==> src/hdl/ilp_pkg.sv <==
// ----------------------------------------------------------------------------
// ilp_pkg
// Shared types, character codes and the digit decoder of the integer literal
// parser.
// ----------------------------------------------------------------------------
package ilp_pkg;

    localparam int VALUE_W  = 63;
    localparam int STATUS_W = 2;
    localparam int CHAR_W   = 8;
    localparam int DIGIT_W  = 6;

    // Character codes
    localparam logic [CHAR_W-1:0] CHAR_ZERO       = 8'h30;
    localparam logic [CHAR_W-1:0] CHAR_NINE       = 8'h39;
    localparam logic [CHAR_W-1:0] CHAR_UC_A       = 8'h41;
    localparam logic [CHAR_W-1:0] CHAR_UC_Z       = 8'h5A;
    localparam logic [CHAR_W-1:0] CHAR_LC_A       = 8'h61;
    localparam logic [CHAR_W-1:0] CHAR_LC_Z       = 8'h7A;
    localparam logic [CHAR_W-1:0] CHAR_UC_B       = 8'h42;
    localparam logic [CHAR_W-1:0] CHAR_LC_B       = 8'h62;
    localparam logic [CHAR_W-1:0] CHAR_UC_O       = 8'h4F;
    localparam logic [CHAR_W-1:0] CHAR_LC_O       = 8'h6F;
    localparam logic [CHAR_W-1:0] CHAR_UC_X       = 8'h58;
    localparam logic [CHAR_W-1:0] CHAR_LC_X       = 8'h78;
    localparam logic [CHAR_W-1:0] CHAR_UNDERSCORE = 8'h5F;

    localparam logic [DIGIT_W-1:0] LETTER_BASE = 6'd10;

    typedef enum logic [1:0] {
        RADIX_DEC = 2'd0,
        RADIX_HEX = 2'd1,
        RADIX_OCT = 2'd2,
        RADIX_BIN = 2'd3
    } radix_t;

    typedef enum logic [STATUS_W-1:0] {
        ST_OK      = 2'd0,
        ST_INVALID = 2'd1,
        ST_TOO_BIG = 2'd2
    } status_t;

    typedef struct packed {
        logic [VALUE_W-1:0] value;
        status_t            status;
    } result_t;

    typedef struct packed {
        logic               ok;
        logic [DIGIT_W-1:0] val;
    } digit_t;

    function automatic digit_t digit_of(input logic [CHAR_W-1:0] c);
        digit_t             d;
        logic [CHAR_W-1:0]  off_num;
        logic [CHAR_W-1:0]  off_lc;
        logic [CHAR_W-1:0]  off_uc;
        off_num = c - CHAR_ZERO;
        off_lc  = c - CHAR_LC_A;
        off_uc  = c - CHAR_UC_A;
        d.ok  = 1'b1;
        d.val = '0;
        if (c >= CHAR_ZERO && c <= CHAR_NINE) begin
            d.val = off_num[DIGIT_W-1:0];
        end else if (c >= CHAR_LC_A && c <= CHAR_LC_Z) begin
            d.val = off_lc[DIGIT_W-1:0] + LETTER_BASE;
        end else if (c >= CHAR_UC_A && c <= CHAR_UC_Z) begin
            d.val = off_uc[DIGIT_W-1:0] + LETTER_BASE;
        end else begin
            d.ok = 1'b0;
        end
        return d;
    endfunction

endpackage

==> src/hdl/ilp_accum.sv <==
// ----------------------------------------------------------------------------
// ilp_accum
// Literal state registers and the per-character update: prefix detection,
// Horner step by shifts and adds, overflow and character checks.
// ----------------------------------------------------------------------------
module ilp_accum (
    input  logic                        aclk,
    input  logic                        aresetn,
    input  logic                        step,
    input  logic [ilp_pkg::CHAR_W-1:0]  character,
    input  logic                        last,
    output ilp_pkg::result_t            res
);
    import ilp_pkg::*;

    localparam int PROD_W = VALUE_W + 4;

    logic [VALUE_W-1:0] value_reg, value_next;
    radix_t             radix_reg, radix_next;
    logic [1:0]         pos_reg, pos_next;
    logic               fz_reg, fz_next;
    status_t            err_reg, err_next;

    logic [VALUE_W-1:0] value_proc;
    status_t            err_proc;
    logic               prefix;
    digit_t             digit;
    logic [PROD_W-1:0]  prod;
    logic               mul_ovf;
    logic [64:0]        sum;
    logic               sum_big;

    assign digit = digit_of(character);

    always_comb begin
        case (radix_reg)
            RADIX_HEX: prod = {value_reg, 4'b0};
            RADIX_OCT: prod = {1'b0, value_reg, 3'b0};
            RADIX_BIN: prod = {3'b0, value_reg, 1'b0};
            default:   prod = {3'b0, value_reg, 1'b0} + {1'b0, value_reg, 3'b0};
        endcase
    end

    assign mul_ovf = |prod[PROD_W-1:64];
    assign sum     = {1'b0, prod[63:0]} + {{(65-DIGIT_W){1'b0}}, digit.val};
    assign sum_big = |sum[64:63];

    always_comb begin
        value_next = value_reg;
        radix_next = radix_reg;
        pos_next   = pos_reg;
        fz_next    = fz_reg;
        err_next   = err_reg;
        value_proc = value_reg;
        err_proc   = err_reg;
        prefix     = 1'b0;

        if (pos_reg == 2'd1 && fz_reg && !last) begin
            if (character == CHAR_LC_X || character == CHAR_UC_X) begin
                radix_next = RADIX_HEX;
                prefix     = 1'b1;
            end else if (character == CHAR_LC_O || character == CHAR_UC_O) begin
                radix_next = RADIX_OCT;
                prefix     = 1'b1;
            end else if (character == CHAR_LC_B || character == CHAR_UC_B) begin
                radix_next = RADIX_BIN;
                prefix     = 1'b1;
            end
        end
        if (pos_reg == 2'd0) begin
            fz_next = (character == CHAR_ZERO);
        end

        // Overflow of the multiply wins over a bad character
        if (prefix) begin
            value_proc = '0;
        end else if (err_reg == ST_OK && character != CHAR_UNDERSCORE) begin
            if (mul_ovf) begin
                err_proc = ST_TOO_BIG;
            end else if (!digit.ok) begin
                err_proc = ST_INVALID;
            end else if (sum_big) begin
                err_proc = ST_TOO_BIG;
            end else begin
                value_proc = sum[VALUE_W-1:0];
            end
        end

        if (pos_reg != 2'd2) begin
            pos_next = pos_reg + 2'd1;
        end
        value_next = value_proc;
        err_next   = err_proc;

        // Clear for the next literal
        if (last) begin
            value_next = '0;
            radix_next = RADIX_DEC;
            pos_next   = 2'd0;
            fz_next    = 1'b0;
            err_next   = ST_OK;
        end

        res.value  = (err_proc == ST_OK) ? value_proc : '0;
        res.status = err_proc;
    end

    always_ff @(posedge aclk) begin
        if (!aresetn) begin
            value_reg <= '0;
            radix_reg <= RADIX_DEC;
            pos_reg   <= 2'd0;
            fz_reg    <= 1'b0;
            err_reg   <= ST_OK;
        end else if (step) begin
            value_reg <= value_next;
            radix_reg <= radix_next;
            pos_reg   <= pos_next;
            fz_reg    <= fz_next;
            err_reg   <= err_next;
        end
    end

    a_radix_needs_prefix: assert property (@(posedge aclk) disable iff (!aresetn)
        radix_reg != RADIX_DEC |-> fz_reg && pos_reg == 2'd2)
        else $error("radix switched without a leading zero prefix");

    a_pos_saturates: assert property (@(posedge aclk) disable iff (!aresetn)
        pos_reg != 2'd3)
        else $error("position counter passed saturation");

    a_error_freezes_value: assert property (@(posedge aclk) disable iff (!aresetn)
        step && !last && err_reg != ST_OK |=> value_reg == $past(value_reg))
        else $error("value moved after a sticky error");

    a_last_clears: assert property (@(posedge aclk) disable iff (!aresetn)
        step && last |=> value_reg == '0 && err_reg == ST_OK && pos_reg == 2'd0)
        else $error("state not cleared after final character");

endmodule

==> src/hdl/integer_literal_parser.sv <==
// ----------------------------------------------------------------------------
// integer_literal_parser
// Parses a radix-prefixed integer literal, one character per item, and
// returns value and status on the final character.
// ----------------------------------------------------------------------------
//  Channel  Ports                              Moves
//  input    s_valid s_ready s_character s_last one character of the literal
//  result   m_valid m_ready m_value m_status   parsed value and status
//
//  One item is taken every cycle unless a held result stalls a final character;
//  the character passes an input register, the update logic and, on the final
//  character, the result register. A result is shown on m_valid the cycle after
//  its item left the input register; the state update is a shift-and-add times
//  the base, a digit add and a limit compare, all behind the input register.
//  aresetn (synchronous, active low) clears the literal state and both stages.
//  A held result stalls only a final character; other characters keep moving.
// ----------------------------------------------------------------------------
module integer_literal_parser (
    input  logic                          aclk,
    input  logic                          aresetn,
    input  logic                          s_valid,
    output logic                          s_ready,
    input  logic [ilp_pkg::CHAR_W-1:0]    s_character,
    input  logic                          s_last,
    output logic                          m_valid,
    input  logic                          m_ready,
    output logic [ilp_pkg::VALUE_W-1:0]   m_value,
    output logic [ilp_pkg::STATUS_W-1:0]  m_status
);
    import ilp_pkg::*;

    logic               in_valid_reg, in_valid_next;
    logic [CHAR_W-1:0]  in_char_reg;
    logic               in_last_reg;
    logic               out_valid_reg, out_valid_next;
    result_t            out_reg;
    result_t            res;
    logic               process;
    logic               take;

    // Advance the held character unless it would produce a result with nowhere to go
    assign process = in_valid_reg && (!in_last_reg || !out_valid_reg || m_ready);
    assign s_ready = !in_valid_reg || process;
    assign take    = s_valid && s_ready;

    always_comb begin
        if (take) begin
            in_valid_next = 1'b1;
        end else if (process) begin
            in_valid_next = 1'b0;
        end else begin
            in_valid_next = in_valid_reg;
        end

        if (process && in_last_reg) begin
            out_valid_next = 1'b1;
        end else if (m_ready) begin
            out_valid_next = 1'b0;
        end else begin
            out_valid_next = out_valid_reg;
        end
    end

    ilp_accum u_accum (
        .aclk      (aclk),
        .aresetn   (aresetn),
        .step      (process),
        .character (in_char_reg),
        .last      (in_last_reg),
        .res       (res)
    );

    always_ff @(posedge aclk) begin
        if (!aresetn) begin
            in_valid_reg  <= 1'b0;
            out_valid_reg <= 1'b0;
        end else begin
            in_valid_reg  <= in_valid_next;
            out_valid_reg <= out_valid_next;
        end
    end

    always_ff @(posedge aclk) begin
        if (take) begin
            in_char_reg <= s_character;
            in_last_reg <= s_last;
        end
        if (process && in_last_reg) begin
            out_reg <= res;
        end
    end

    assign m_valid  = out_valid_reg;
    assign m_value  = out_reg.value;
    assign m_status = out_reg.status;

endmodule

==> config.mk <==
export PLATFORM = sky130hd
export DESIGN_NAME = integer_literal_parser
export DESIGN_NICKNAME = d
export VERILOG_FILES = /design/src/hdl/ilp_pkg.sv /design/src/hdl/ilp_accum.sv /design/src/hdl/integer_literal_parser.sv
export SDC_FILE = /design/constraint.sdc
export NUM_CORES = 1
export LEC_CHECK = 0
export BUFFER_PORTS_ARGS = -buffer_cell sky130_fd_sc_hd__buf_2
export CAP_MARGIN = 5
export CORE_AREA = 4 4 165 167
export CTS_CLUSTER_DIAMETER = 30
export DETAILED_ROUTE_END_ITERATION = 16
export DIE_AREA = 0 0 169 171
export PLACE_DENSITY = 0.76
export SYNTH_ARGS = -nofsm -noshare
export SYNTH_HDL_FRONTEND = slang
export SYNTH_SLANG_ARGS = --single-unit
==> constraint.sdc <==
create_clock -name aclk -period 8.5 [get_ports aclk]
set_input_delay 0.425 -clock aclk [delete_from_list [all_inputs] [get_ports aclk]]
set_output_delay 0.425 -clock aclk [all_outputs]
set_load 0.01 [all_outputs]
### Word-level counts from Yosys, hierarchy flattened

Cells that the tools add are included.

* flip-flop bits (word level): 146
* input port bits: 13
* logic and storage cells: 106
* output and inout bits: 67

* muxes and demuxes: 36
* reduce and logical (&&, ||, !) cells: 32
* $add $sub $neg: 8
* order comparisons: 6
* eq/ne operators: 13

Operator list (count)
* 2-to-1 mux 63 bit: 6
* case mux 67 bit (3 select lines): 1
* adder 64 x 66 -> 67 bit: 1
* adder 64 x 6 -> 65 bit: 1
* == test 8 x 7 -> 1 bit (second input constant): 6
* 2-to-1 mux 2 bit: 13
* 2-to-1 mux 6 bit: 3
* >= comparator 8 x 7 -> 1 bit (second input constant): 2
* <= comparator 8 x 7 -> 1 bit (second input constant): 2
* 2-to-1 mux 1 bit: 13
* adder 6 x 4 -> 6 bit (second input constant): 2
* subtractor 6 bit (second input constant): 2
* nonzero test 2 bit: 5
* logical AND 1 bit: 9
* == test 8 x 6 -> 1 bit (second input constant): 1
* >= comparator 8 x 6 -> 1 bit (second input constant): 1
* <= comparator 8 x 6 -> 1 bit (second input constant): 1
* != test 8 x 7 -> 1 bit (second input constant): 1
* logical NOT 2 bit: 3
* logical OR 1 bit: 6
* subtractor 6 x 1 -> 6 bit (second input constant): 1
* == test 2 x 1 -> 1 bit (second input constant): 2
* == test 2 bit (second input constant): 2
* AND reduction 2 bit: 2
* 7 further kinds: 9

### Depth between registers and ports, before layout

Gate-level depths: netlist of the first run.

* word-level depth: 13
* mapped depth: 30
* depth with buffers taken out: 26

### By module

From an unflattened synthesis of the first run, not the netlist that was laid out.

* cell total of the unflattened synthesis: 1875
* area, all modules: 14491.4 um2

Modules (own cells, without submodules)
* ilp_accum: times used 1, seq. area each 1401.3 um2, cells an instance 1789, area an instance 12151.7 um2
* integer_literal_parser: times used 1, seq. area each 2262.2 um2, cells an instance 86, area an instance 2339.7 um2

### Worst setup path after synthesis of the first run

No wires, ideal clock.

* path kind: register -> register
* start: register u_accum.radix_reg[1]
* end: register out_reg (netlist bit m_value[10]) (data pin)
* setup time: 257 ps
* arrival time: 5363 ps
* data required time: 8243 ps
* path slack: 2880 ps
* cell stages (with the launch flop): 25
* clock period less this slack: 5620 ps
* path buffers: 10
* cell sequence: dfxtp_1 -> buf_2 -> buf_2 -> buf_2 -> buf_2 -> buf_2 -> buf_1 -> mux4_2 -> ha_1 -> inv_1 -> o21bai_1 -> a21oi_1 -> nor4_4 -> nand4_1 -> or3b_1 -> buf_2 -> nor3_1 -> and4_1 -> buf_4 -> nand4b_4 -> mux2i_1 -> buf_4 -> buf_6 -> mux2i_1 -> nor2_1

* longest elaborated chain between the ends: 10
* elaborated cells between the ends (all ways): 18
* those cells by class: add/sub: 1; eq/ne: 3; mux: 11; reduce/logical: 3

RTL lines
* from (decl): line ilp_accum.sv:19 `radix_t radix_reg, radix_next;`
* from (signal assigned): line ilp_accum.sv:117 `radix_reg <= radix_next;`
* == test 2 bit / == test 2 x 1 -> 1 bit (equally long branches): line ilp_accum.sv:36 `case (radix_reg)`
* case mux 67 bit (3 select lines) *: line ilp_accum.sv:36
* adder 64 x 6 -> 65 bit: line ilp_accum.sv:45 `assign sum = {1'b0, prod[63:0]} + {{(65-DIGIT_W){1'b0}}, digit.val};`
* OR reduction 2 bit: line ilp_accum.sv:46 `assign sum_big = |sum[64:63];`
* 2-to-1 mux 2 bit: line ilp_accum.sv:82 `end else if (sum_big) begin`
* 2-to-1 mux 2 bit: line ilp_accum.sv:80 `end else if (!digit.ok) begin`
* 2-to-1 mux 2 bit: line ilp_accum.sv:78 `if (mul_ovf) begin`
* 2-to-1 mux 2 bit: line ilp_accum.sv:77 `end else if (err_reg == ST_OK && character != CHAR_UNDERSCORE) begin`
* 2-to-1 mux 2 bit: line ilp_accum.sv:75 `if (prefix) begin`
* logical NOT 2 bit: line ilp_accum.sv:104 `res.value = (err_proc == ST_OK) ? value_proc : '0;`
* to (signal assigned): line integer_literal_parser.sv:89 `out_reg <= res;`
* to (decl): line integer_literal_parser.sv:36 `result_t out_reg;`

Every way passes the cells marked *; elsewhere a longest branch is shown, timed or not.
A chain may end at the register's enable or synchronous reset.

### Worst setup path after layout of the first run

* start: register in_char_reg[1]
* end: register u_accum.value_reg[53]

* longest elaborated chain between the ends: 13
* elaborated cells between the ends (all ways): 43
* those cells by class: add/sub: 6; order compare: 6; eq/ne: 7; mux: 16; reduce/logical: 8

RTL lines
* from (decl): line integer_literal_parser.sv:33 `logic [CHAR_W-1:0] in_char_reg;`
* from (signal assigned): line integer_literal_parser.sv:85 `in_char_reg <= s_character;`
* subtractor 6 x 1 -> 6 bit (tied with other cells): line ilp_pkg.sv:60 `off_uc = c - CHAR_UC_A;`
* adder 6 x 4 -> 6 bit / logical AND 1 bit (equally long branches): line ilp_pkg.sv:68, ilp_pkg.sv:67
* 2-to-1 mux 6 bit: line ilp_pkg.sv:67 `end else if (c >= CHAR_UC_A && c <= CHAR_UC_Z) begin`
* 2-to-1 mux 6 bit: line ilp_pkg.sv:65 `end else if (c >= CHAR_LC_A && c <= CHAR_LC_Z) begin`
* 2-to-1 mux 6 bit: line ilp_pkg.sv:63 `if (c >= CHAR_ZERO && c <= CHAR_NINE) begin`
* adder 64 x 6 -> 65 bit: line ilp_accum.sv:45
* OR reduction 2 bit: line ilp_accum.sv:46
* 2-to-1 mux 63 bit: line ilp_accum.sv:82
* 2-to-1 mux 63 bit: line ilp_accum.sv:80
* 2-to-1 mux 63 bit: line ilp_accum.sv:78
* 2-to-1 mux 63 bit: line ilp_accum.sv:77
* 2-to-1 mux 63 bit *: line ilp_accum.sv:75
* 2-to-1 mux 63 bit *: line ilp_accum.sv:96 `if (last) begin`
* to (signal assigned): line ilp_accum.sv:116 `value_reg <= value_next;`
* to (decl): line ilp_accum.sv:18 `logic [VALUE_W-1:0] value_reg, value_next;`

Marked as above.

==> run summary, run 1 <==
- finished, final reports clean — outcome
- 21.9 um — post-detailed-route wirelength per cell
- sky130_fd_sc_hd__edfxtp_1 — primary flip-flop cell chosen by synthesis mapping
- 27 — Levels on crit path
- 44700 um — total detailed-routing wirelength
- 47.3% — met2 track demand over resource
- 13500 — vias after detailed routing
- 59 — row cnt
- 1785 — Final nets
- flip-flop to flip-flop — worst setup path class
- 0.0141 sq mm — post-synthesis cell area
- false — RSZ-0062 raised after global routing
- in_char_reg[1]$_DFFE_PP_ — CP startpoint
- 0.0289 sq mm — floorplan die area
- 27 — number of cells traversed by the worst register-to-register path
- sky130_fd_sc_hd__clkbuf_16 — clock tree root driver cell
- 33800 um — detailed placement HPWL
- 640 ps — delay of the slowest critical-path stage
- 0 — number of hold buffers added after cts
- 8870 ps — data required time at the worst endpoint
- 5 — count of TritonRoute iterations in the first routing pass
- 0 — yosys synthesis warning count
- 54.6% — Initial Util
- 43.3% — fraction of met1 tracks used by global routing
- met2 — gr busiest metal
- 91.1 uV — Max rail drop VDD
- 74 — number of flops mapped to enable cells by yosys
- 72 — maximum number of pins on one net before global-route repair
- 0 — number of hold violations in the final report
- 30.2% — global-route total usage across every layer
- 4.11% — met3 demand-to-capacity share in global routing
- 79 — PortBufs
- 0 — GR Overflow Total
- 0 — CTS-repair resized insts
- 8.38 sq um — Mapped Avg Cell Area
- sky130_fd_sc_hd__nor2_1 — leading cell type in the layout, fill and taps excluded
- 2008 — instance count after placement with tap cells included
- 780 ps — setup slack of the worst register-to-register path
- in_char_reg[1]$_DFFE_PP_ — worst r2r src
- 0.00973 sq mm — multi-input combinational cell area
- 0 — Antenna Cells
- 0.0258 sq mm — Core ar.
- 1772 — Post-Syn Nets
- 0.00367 sq mm — Sequential Area
- 97 — number of distinct library cell variants in the gate-level netlist after synthesis
- input pin to flip-flop — HP Class
- 0 — final setup violation count
- 0 — Post-CTS Setup Repair Bufs
- 0 — max-slew violation count
- 8090 ps — Critical Path AT
- 33.2% — worst max-slew margin expressed relative to the limit
- 169 um — die width
- 0% — share of async-settable or async-resettable flops after synthesis
- 0 — Remaining DRCs
- 7720 ps — min cycle time layout
- 0 ps — total negative setup slack
- 0 — number of max-cap violations
- 6 — WP buf/inv
- 37 — maximum net fanout on the critical path
- 70 ps — Clock Pin Slew Worst Setup and Hold Paths
- 112 mW/mm^2 — power per standard cell area
- 440 ps — latest clock arrival within the worst-skew pair
- 26.0% — sequential cell area fraction in the yosys report
- u_accum.value_reg[53]$_SDFFE_PN0P_ — critical path capture point
- 0.976 — last weighted congestion value of the routability-driven placer
- u_accum.value_reg[53]$_SDFFE_PN0P_ — endpoint of the most critical register-to-register path
- flip-flop — Worst setup EP type
- 0 — post-route ant nets
- sky130_fd_sc_hd__nor2_1 (170), sky130_fd_sc_hd__nand2_1 (145), sky130_fd_sc_hd__a21oi_1 (112), sky130_fd_sc_hd__o21ai_0 (88), sky130_fd_sc_hd__buf_2 (79) — most frequent cells in the layout
- 2040 — count of non-filler cells in the finished layout
- 7.32% — synthesis-to-finish area growth
- 989 ps — transition at the pin with the smallest max-transition slack
- 146 — number of sinks on the clock net
- 0 — number of antenna violations at the first check in global routing
- 12.8% — layout cells sized above 1
- 171 um — die height
- 17 — clock buffers created by TritonCTS
- sky130_fd_sc_hd__a22o_2 — critical path's slowest cell
- 12600 — vias in the first global route
- sky130_fd_sc_hd__inv_1 — crit-path most repeated cell
- 6.03 nW — leakage power
- 2 — maximum number of buffers from clock root to sink
- 130 MHz — top achievable clock speed
- flip-flop — Worst setup SP type
- 1219 — violation count after the first detailed-route iteration
- 14.4 ps — setup skew after layout
- 1679 — cells after synthesis
- 146 — number of synthesized register bits
- 6.62 — average via count per standard cell
- simple AND/OR/NAND/NOR gates — kind of cell with the highest combined delay on the critical path
- 2330 — number of inserted filler cells in the final layout
- built — clock tree from TritonCTS
- 4 — total number of H-tree levels
- 90.8% — period utilisation layout
- 80 — top-level I/O count
- 70300 um — first-pass GRT wire length
- s_character[1] — hold path startpoint
area by class of cell:
class                      instances  share of cell area [%]
sequential                       146                    24.3
inverter                          44                    1.09
multi-input combinational       1385                    64.4
timing repair buffer              98                    3.64
clock buffer                      20                    3.02
tap                              335                    2.77
clock inverter                    12                   0.803
per-layer routing:
| metal | share of wire, % | up-vias |
|---|---|---|
| met5 | 0 | - |
| met1 | 46 | 6470 |
| met2 | 44 | 546 |
| met3 | 7.4 | 64 |
| li1 | - | 6420 |
| met4 | 2.6 | 0 |
cells in the mapped netlist (all sizes together), types with 10 or more instances:
master | n | area (sq um)
nor2 | 171 | 642
nand2 | 145 | 544
a21oi | 114 | 578
o21ai | 96 | 484
ha | 78 | 976
a22o | 76 | 666
edfxtp | 74 | 2220
dfxtp | 72 | 1440
mux2i | 72 | 721
buf | 62 | 393
xnor2 | 55 | 482
nand3 | 52 | 260
nand4 | 50 | 313
inv | 44 | 165
clkbuf | 42 | 161
mux2 | 39 | 439
xor2 | 31 | 272
a22oi | 28 | 210
a21o | 26 | 195
nor3 | 26 | 135
o211ai | 21 | 168
or3 | 20 | 125
a31oi | 18 | 113
and3 | 17 | 106
and2 | 16 | 100
o21a | 16 | 120
a211oi | 14 | 120
mux4 | 13 | 293
nor4 | 13 | 103
a221oi | 11 | 115
nand2b | 11 | 68.8
or2 | 11 | 68.8
o21bai | 10 | 75.1
o31ai | 10 | 80.1
worst min path at each step:
| stage | endpoint | slack [ps] | depth (start not counted) |
|---|---|---|---|
| 6_report | in_char_reg[1]$_DFFE_PP_ | 160 | 1 |
| 5_1_grt | in_char_reg[1]$_DFFE_PP_ | 160 | 1 |
| 4_1_cts | in_char_reg[1]$_DFFE_PP_ | 150 | 1 |
| 3_5_place_dp | u_accum.err_reg[1]$_SDFFE_PN0P_ | 480 | 2 |
| 3_3_place_gp | u_accum.err_reg[1]$_SDFFE_PN0P_ | 460 | 2 |
| 2_1_floorplan | u_accum.err_reg[1]$_SDFFE_PN0P_ | 450 | 2 |
where the power goes:
part,total (W),internal (W),switching (W)
combinational,0.000161,0.0000559,0.000105
clock,0.000772,0.000425,0.000348
sequential,0.000759,0.000750,0.00000866
through the flow:
stage	util [%]	hold WS, ps	power, W	instance area [sq um]	worst slack (ps)
2_1_floorplan	-	448	0.000902	14100	2880
3_3_place_gp	56.4	459	0.000932	14500	1130
3_5_place_dp	56.4	477	0.000935	14500	851
4_1_cts	58.6	154	0.00170	15100	842
5_1_grt	58.6	162	0.00174	15100	242
6_report	58.6	158	0.00169	15100	782
worst register-to-register path, cell delays in order (launching register included):
cell and delay [ps]:
sky130_fd_sc_hd__edfxtp_1 500, sky130_fd_sc_hd__inv_1 160, sky130_fd_sc_hd__ha_1 190, sky130_fd_sc_hd__nand3b_1 150, sky130_fd_sc_hd__a21o_1 140, sky130_fd_sc_hd__a21oi_1 90
sky130_fd_sc_hd__o21ai_1 420, sky130_fd_sc_hd__inv_1 120, sky130_fd_sc_hd__o21ai_0 180, sky130_fd_sc_hd__nand2_1 70, sky130_fd_sc_hd__o21ai_0 120, sky130_fd_sc_hd__inv_1 100
sky130_fd_sc_hd__fa_1 460, sky130_fd_sc_hd__inv_1 70, sky130_fd_sc_hd__a21oi_1 50, sky130_fd_sc_hd__o21bai_1 190, sky130_fd_sc_hd__a21oi_1 150, sky130_fd_sc_hd__nor4_4 380
sky130_fd_sc_hd__nand4_1 250, sky130_fd_sc_hd__or3b_1 560, sky130_fd_sc_hd__nor3_1 440, sky130_fd_sc_hd__and4_1 550, sky130_fd_sc_hd__nand4b_4 210, sky130_fd_sc_hd__mux2i_4 200
sky130_fd_sc_hd__buf_4 470, sky130_fd_sc_hd__a22o_2 660, sky130_fd_sc_hd__buf_4 510, sky130_fd_sc_hd__a22o_1 260
logic make-up (layout without fill, tap and decap cells):
family                     Yosys count  in the layout  share of synthesized area (%)
DFF                                146            146                           26.0
xor gates and xnor gates            86             86                           5.35
AOI/OAI and AO/OA                  513            513                           25.4
and+or+nand+nor                    582            582                           20.6
buffers and inverters              148            174                           5.11
muxes                              124            124                           10.3
adders and majority gates           80             80                           7.22
Power figures use the tool's default switching activity.
==> run 2: changes to the inputs <==
CORE_AREA = 4 4 168 170   (was 4 4 165 167)
DIE_AREA = 0 0 172 174   (was 0 0 169 171)
PLACE_DENSITY = 0.75   (was 0.76)
SYNTH_HIERARCHICAL = 1   (was unset)
==> run summary, run 2 <==
- finished, final reports clean — outcome, unchanged
- 24.6% — synthesized-area fraction occupied by and/or/nand/nor cells, was 20.6%
- 71 — maximum number of pins on one net before global-route repair, was 72
- 5.20% — XOR/XNOR share of the synthesized area, was 5.35%
- 0.0267 sq mm — Core ar., was 0.0258 sq mm
- 15.3% — area share of the largest cell type after synthesis, was 15.8%
- 17 — clock buffers created by TritonCTS, unchanged
- 172 um — die width, was 169 um
- 7900 ps — Critical Path AT, was 8090 ps
- 80 ps — Clock Pin Slew Worst Setup and Hold Paths, was 70 ps
- sky130_fd_sc_hd__edfxtp_1 (15%), sky130_fd_sc_hd__dfxtp_1 (9.9%), sky130_fd_sc_hd__a21oi_1 (7.5%), sky130_fd_sc_hd__ha_1 (6.8%), sky130_fd_sc_hd__nand2_1 (6.7%) — cells taking the most area after synthesis, was sky130_fd_sc_hd__edfxtp_1 (16%), sky130_fd_sc_hd__dfxtp_1 (10%), sky130_fd_sc_hd__ha_1 (6.9%), sky130_fd_sc_hd__mux2i_1 (5.1%), sky130_fd_sc_hd__a22o_1 (4.7%)
- 6 — yosys synthesis warning count, was 0
- 50000 um — total detailed-routing wirelength, was 44700 um
- 1970 — Final nets, was 1785
- 1060 ps — Post-Place Worst Slack, was 851 ps
- 78800 um — first-pass GRT wire length, was 70300 um
- 1050 ps — transition at the pin with the smallest max-transition slack, was 989 ps
- 14000 — vias in the first global route, was 12600
- sky130_fd_sc_hd__edfxtp_1 — primary flip-flop cell chosen by synthesis mapping, unchanged
- 6.90% — synthesis-to-finish area growth, was 7.32%
- 133 MHz — top achievable clock speed, was 130 MHz
- 1.07 — last weighted congestion value of the routability-driven placer, was 0.976
- 6 — count of TritonRoute iterations in the first routing pass, was 5
- 25.3% — sequential cell area fraction in the yosys report, was 26.0%
- 0.0145 sq mm — post-synthesis cell area, was 0.0141 sq mm
- flip-flop — Worst setup EP type, unchanged
- sky130_fd_sc_hd__or4b_1 — critical path's slowest cell, was sky130_fd_sc_hd__a22o_2
- 0.00166 W — total power, was 0.00169 W
- 0 — GR Overflow Total, unchanged
- 47.3% — clock network fraction of design power, was 45.7%
- 0 — number of antenna violations at the first check in global routing, unchanged
- flip-flop — Worst setup SP type, unchanged
- input pin to flip-flop — HP Class, unchanged
- flip-flop to flip-flop — worst setup path class, unchanged
- 0 — final setup violation count, unchanged
- 74 — number of flops mapped to enable cells by yosys, unchanged
- false — RSZ-0062 raised after global routing, unchanged
- 107 mW/mm^2 — power per standard cell area, was 112 mW/mm^2
- 100 — number of distinct library cell variants in the gate-level netlist after synthesis, was 97
- 5.60 nW — leakage power, was 6.03 nW
- 0.00120 W — internal power, was 0.00123 W
- 37900 um — detailed placement HPWL, was 33800 um
- 6.65 — average via count per standard cell, was 6.62
- 1550 — violation count after the first detailed-route iteration, was 1219
- 0 — max-slew violation count, unchanged
- 7.73 sq um — Mapped Avg Cell Area, was 8.38 sq um
- 155 ps — Final Hold Slack, was 158 ps
- sky130_fd_sc_hd__nand2_1 — count leader, synth, was sky130_fd_sc_hd__nor2_1
- 7.10% — adder and majority gate portion of the synthesized area, was 7.22%
- 7530 ps — min cycle time layout, was 7720 ps
- 0 — Post-CTS Setup Repair Bufs, unchanged
- 0 — number of hold violations in the final report, unchanged
- 27.9% — switching fraction of total power, was 27.3%
- 4 — total number of H-tree levels, unchanged
- 54.2% — Initial Util, was 54.6%
- 80 — top-level I/O count, unchanged
- 79 — PortBufs, unchanged
- sky130_fd_sc_hd__nand2_1 (260), sky130_fd_sc_hd__a21oi_1 (218), sky130_fd_sc_hd__nor2_1 (170), sky130_fd_sc_hd__o21ai_0 (82), sky130_fd_sc_hd__ha_1 (79) — top cell types by occurrence after synthesis, was sky130_fd_sc_hd__nor2_1 (171), sky130_fd_sc_hd__nand2_1 (145), sky130_fd_sc_hd__a21oi_1 (112), sky130_fd_sc_hd__o21ai_0 (88), sky130_fd_sc_hd__ha_1 (78)
- 440 ps — latest clock arrival within the worst-skew pair, about the same
- 134 uV — Max rail drop VDD, was 91.1 uV
- 0 — number of hold buffers added after cts, unchanged
- 8870 ps — data required time at the worst endpoint, about the same
- 1875 — cells after synthesis, was 1679
- 32.8% — global-route total usage across every layer, was 30.2%
- sky130_fd_sc_hd__nand2_1 — leading cell type in the layout, fill and taps excluded, was sky130_fd_sc_hd__nor2_1
- 14800 — vias after detailed routing, was 13500
- 1969 — Post-Syn Nets, was 1772
- 146 — number of synthesized register bits, unchanged
- 29.4% — worst max-slew margin expressed relative to the limit, was 33.2%
- 0 — Remaining DRCs, unchanged
- 7.1% — part of the total power dissipated in combinational logic, was 9.5%
- 22.4 um — post-detailed-route wirelength per cell, was 21.9 um
- 45.6% — Flop pwr share, was 44.8%
- built — clock tree from TritonCTS, unchanged
- 971 ps — final setup margin, was 782 ps
- 0 ps — total negative setup slack, unchanged
- 32 — maximum net fanout on the critical path, was 37
- 146 — number of sinks on the clock net, unchanged
- 0 — post-route ant nets, unchanged
- 2 — maximum number of buffers from clock root to sink, unchanged
- 710 ps — delay of the slowest critical-path stage, was 640 ps
- 0 — number of max-cap violations, unchanged
- 16.3 ps — setup skew after layout, was 14.4 ps
- 0 — Antenna Cells, unchanged
- compound AO/OA/AOI/OAI gates — dominant combinational cell family by area after synthesis, unchanged
- 174 um — die height, was 171 um
- 0% — share of async-settable or async-resettable flops after synthesis, unchanged
- 27.1% — compound-gate portion of the synthesized area, was 25.4%
- 88.6% — period utilisation layout, was 90.8%
- 60 — row cnt, was 59
- sky130_fd_sc_hd__edfxtp_1 — cell taking the most area after synthesis, unchanged
- 0.000463 W — switching power summed over all nets, was 0.000461 W
- 5.28% — multiplexer area fraction after synthesis, was 10.3%
- 0.0299 sq mm — floorplan die area, was 0.0289 sq mm
- 0 — CTS-repair resized insts, unchanged
- 10.5% — layout cells sized above 1, was 12.8%
- sky130_fd_sc_hd__clkbuf_16 — clock tree root driver cell, unchanged
- sky130_fd_sc_hd__nand2_1 (260), sky130_fd_sc_hd__a21oi_1 (218), sky130_fd_sc_hd__nor2_1 (167), sky130_fd_sc_hd__o21ai_0 (82) — most frequent cells in the layout, was sky130_fd_sc_hd__nor2_1 (170), sky130_fd_sc_hd__nand2_1 (145), sky130_fd_sc_hd__a21oi_1 (112), sky130_fd_sc_hd__o21ai_0 (88), sky130_fd_sc_hd__buf_2 (79)
run 2: metal layers:
metal | track usage (%) | wire, um | vias up
li1 | - | - | 7010
met1 | 44.6 | 21400 | 7111
met2 | 53.6 | 23700 | 621
met3 | 4.16 | 3290 | 96
met4 | 11.0 | 1610 | 0
met5 | 0 | 0 | -
run 2: worst max-delay path, delay by kind of cell, from the launching register on:
family,cells,cell delay [ps]
compound gates,7,1720
fa+ha+maj,2,670
buf+inv,4,1020
flops,1,490
mux,1,250
simple gates,11,3290
run 2: power by group through the flow:
stage | clock [W] | sequential, W | combinational [W]
global placement | 0 | 0.000771 | 0.000113
finish | 0.000785 | 0.000756 | 0.000118
CTS | 0.000798 | 0.000756 | 0.000117
floorplan | 0 | 0.000776 | 0.0000790
detailed placement | 0 | 0.000772 | 0.000117
global route | 0.000822 | 0.000758 | 0.000130
run 2: cells by family (layout without fill, tap and decap cells):
group	after synthesis	in the layout
buf+inv	164	178
compound gates	603	603
flops	146	146
simple gates	729	729
mux	66	66
fa+ha+maj	81	81
xor+xnor	86	86
run 2: through the flow:
| stage | area, sq um | utilization (%) | instances |
|---|---|---|---|
| final | 15500 | 58.0 | 2230 |
| after detailed placement | 14900 | 55.8 | 2198 |
| after CTS | 15500 | 58.0 | 2230 |
| after global placement | 14900 | 55.8 | 2198 |
| after floorplan | 14500 | - | 1875 |
| after global routing | 15500 | 58.0 | 2230 |
run 2: area by class of cell:
type / count / area [sq um]
fillers: 2480 / 11200
multi-input cells: 1565 / 10100
flip-flops and latches: 146 / 3670
repair buffers: 100 / 566
clock buffers: 18 / 429
well taps: 341 / 427
inverters: 46 / 173
clock inverters: 14 / 144
run 2: final timing paths:
| kind | from | cells after the start | slack [ps] | end |
|---|---|---|---|---|
| worst min register to register | u_accum/fz_reg$_SDFFE_PN0P_ | 2 | 500 | u_accum/fz_reg$_SDFFE_PN0P_ |
| worst max-delay path | in_char_reg[1]$_DFFE_PP_ | 25 | 970 | u_accum/value_reg[47]$_SDFFE_PN0P_ |
| worst min-delay path | s_character[0] | 1 | 150 | in_char_reg[0]$_DFFE_PP_ |
| worst max register to register | in_char_reg[1]$_DFFE_PP_ | 25 | 970 | u_accum/value_reg[47]$_SDFFE_PN0P_ |
==> run 3: changes to the inputs <==
clock period = 8.95 ns   (was 8.5 ns; I/O delays follow)
==> run summary, run 3 (same netlist as run 2, synthesis figures left out) <==
- 1968 — Final nets, was 1970
- 14.3 ps — setup skew after layout, was 16.3 ps
- 0 — post-route ant nets, unchanged
- 0 — Post-CTS Setup Repair Bufs, unchanged
- flip-flop to flip-flop — worst setup path class, unchanged
- 23.3 um — post-detailed-route wirelength per cell, was 22.4 um
- 6.74 — average via count per standard cell, was 6.65
- 39100 um — detailed placement HPWL, was 37900 um
- 120 uV — Max rail drop VDD, was 134 uV
- 60 — row cnt, unchanged
- 0 — number of max-cap violations, unchanged
- 2493 — number of inserted filler cells in the final layout, was 2480
- 0 — max-slew violation count, unchanged
- 0 — number of hold buffers added after cts, unchanged
- 172 um — die width, unchanged
- 0 ps — total negative setup slack, unchanged
- 0 — number of antenna violations at the first check in global routing, unchanged
- 7360 ps — min cycle time layout, was 7530 ps
- 1.07 — last weighted congestion value of the routability-driven placer, about the same
- 10.5% — layout cells sized above 1, about the same
- flip-flop — Worst setup SP type, unchanged
- 82.3% — period utilisation layout, was 88.6%
- 0.0299 sq mm — floorplan die area, unchanged
- false — RSZ-0062 raised after global routing, unchanged
- sky130_fd_sc_hd__nand2_1 (260), sky130_fd_sc_hd__a21oi_1 (218), sky130_fd_sc_hd__nor2_1 (167), sky130_fd_sc_hd__o21ai_0 (82) — most frequent cells in the layout, unchanged
- 81100 um — first-pass GRT wire length, was 78800 um
- 0 — Antenna Cells, unchanged
- 5.60 nW — leakage power, about the same
- input pin to flip-flop — HP Class, unchanged
- 0 — number of hold violations in the final report, unchanged
- 440 ps — latest clock arrival within the worst-skew pair, about the same
- 80 ps — Clock Pin Slew Worst Setup and Hold Paths, about the same
- 1390 ps — transition at the pin with the smallest max-transition slack, was 1050 ps
- 68 — maximum number of pins on one net before global-route repair, was 71
- 0.00367 sq mm — Sequential Area, unchanged
- 136 MHz — top achievable clock speed, was 133 MHz
- 6.88% — synthesis-to-finish area growth, was 6.90%
- 174 um — die height, unchanged
- s_last — hold path startpoint, was s_character[0]
- 79 — PortBufs, unchanged
- flip-flop — Worst setup EP type, unchanged
- 14100 — vias in the first global route, was 14000
- 146 — number of sinks on the clock net, unchanged
- 7740 ps — Critical Path AT, was 7900 ps
- 9330 ps — data required time at the worst endpoint, was 8870 ps
- 17 — clock buffers created by TritonCTS, unchanged
- 2 — maximum number of buffers from clock root to sink, unchanged
- in_char_reg[2]$_DFFE_PP_ — CP startpoint, was in_char_reg[1]$_DFFE_PP_
- 34.1% — global-route total usage across every layer, was 32.8%
- 1413 — violation count after the first detailed-route iteration, was 1550
- sky130_fd_sc_hd__clkbuf_16 — clock tree root driver cell, unchanged
- 0 — Remaining DRCs, unchanged
- 51800 um — total detailed-routing wirelength, was 50000 um
- 4 — total number of H-tree levels, unchanged
- sky130_fd_sc_hd__nand2_1 — leading cell type in the layout, fill and taps excluded, unchanged
- in_char_reg[2]$_DFFE_PP_ — worst r2r src, was in_char_reg[1]$_DFFE_PP_
- 7.42% — worst max-slew margin expressed relative to the limit, was 29.4%
- 0 — GR Overflow Total, unchanged
- built — clock tree from TritonCTS, unchanged
- 7 — count of TritonRoute iterations in the first routing pass, was 6
- 15000 — vias after detailed routing, was 14800
- 102 mW/mm^2 — power per standard cell area, was 107 mW/mm^2
- 0.0101 sq mm — multi-input combinational cell area, unchanged
- 0 — CTS-repair resized insts, unchanged
- 0.0267 sq mm — Core ar., unchanged
- finished, final reports clean — outcome, unchanged
- 0 — final setup violation count, unchanged
- 54.2% — Initial Util, unchanged
- 58.0% — final core utilization, about the same
- 80 — top-level I/O count, unchanged
- 36 — maximum net fanout on the critical path, was 32
-- run 3: through the flow --
stage / area [sq um] / instances / setup WS (ps) / power [W] / hold WS, ps
finish: 15500 / 2228 / 1590 / 0.00158 / 175
global route: 15500 / 2228 / 1040 / 0.00163 / 168
CTS: 15500 / 2228 / 1630 / 0.00159 / 164
detailed placement: 14900 / 2196 / 1690 / 0.000847 / 498
global placement: 14900 / 2196 / 1830 / 0.000846 / 475
floorplan: 14500 / 1875 / 2820 / 0.000812 / 457
-- run 3: critical path: stages, from the launching register on --
cell,delay (ps)
sky130_fd_sc_hd__edfxtp_1,530
sky130_fd_sc_hd__nand4b_1,240
sky130_fd_sc_hd__nor3_1,240
sky130_fd_sc_hd__nor3b_1,90
sky130_fd_sc_hd__a2111oi_0,390
sky130_fd_sc_hd__a21oi_1,200
sky130_fd_sc_hd__nand2b_1,200
sky130_fd_sc_hd__o21ai_0,260
sky130_fd_sc_hd__inv_1,110
sky130_fd_sc_hd__fa_1,470
sky130_fd_sc_hd__nor2b_1,120
sky130_fd_sc_hd__o21ai_0,100
sky130_fd_sc_hd__a21boi_0,320
sky130_fd_sc_hd__nor2_1,70
sky130_fd_sc_hd__a211o_1,260
sky130_fd_sc_hd__nor2_1,240
sky130_fd_sc_hd__nand4_2,290
sky130_fd_sc_hd__nor4b_2,350
sky130_fd_sc_hd__nand3_1,120
sky130_fd_sc_hd__or4b_1,700
sky130_fd_sc_hd__mux2i_4,250
sky130_fd_sc_hd__buf_4,270
sky130_fd_sc_hd__nor2_4,700
sky130_fd_sc_hd__buf_4,510
sky130_fd_sc_hd__a22o_1,210
-- run 3: layer usage --
metal,up-vias,global-route usage (%),share of wire [%]
met5,-,0,0
met4,0,11.8,3.6
met3,119,4.39,7.3
met2,710,54.8,46
met1,7199,47.0,43
li1,6984,-,-
-- run 3: worst paths after layout --
kind                                         to  slack [ps]  cells after the start
min                       in_last_reg$_DFFE_PP_         180                      1
max reg2reg  u_accum/value_reg[16]$_SDFFE_PN0P_        1590                     24
max          u_accum/value_reg[16]$_SDFFE_PN0P_        1590                     24
min reg2reg         u_accum/fz_reg$_SDFFE_PN0P_         520                      2
-- run 3: cell type report --
type | instances | share of cell area [%]
Sequential cell | 146 | 23.7
Timing Repair Buffer | 98 | 3.55
Inverter | 46 | 1.11
Clock inverter | 14 | 0.872
Multi-Input combinational cell | 1565 | 65.1
Clock buffer | 18 | 2.91
Tap cell | 341 | 2.75
-- run 3: where the power goes --
| group | internal [W] | leakage (nW) | switching (W) |
|---|---|---|---|
| Clock | 0.000387 | 0.288 | 0.000364 |
| Combinational | 0.0000315 | 4.02 | 0.0000829 |
| Sequential | 0.000711 | 1.28 | 0.00000697 |
| Total | 0.00113 | 5.60 | 0.000453 |
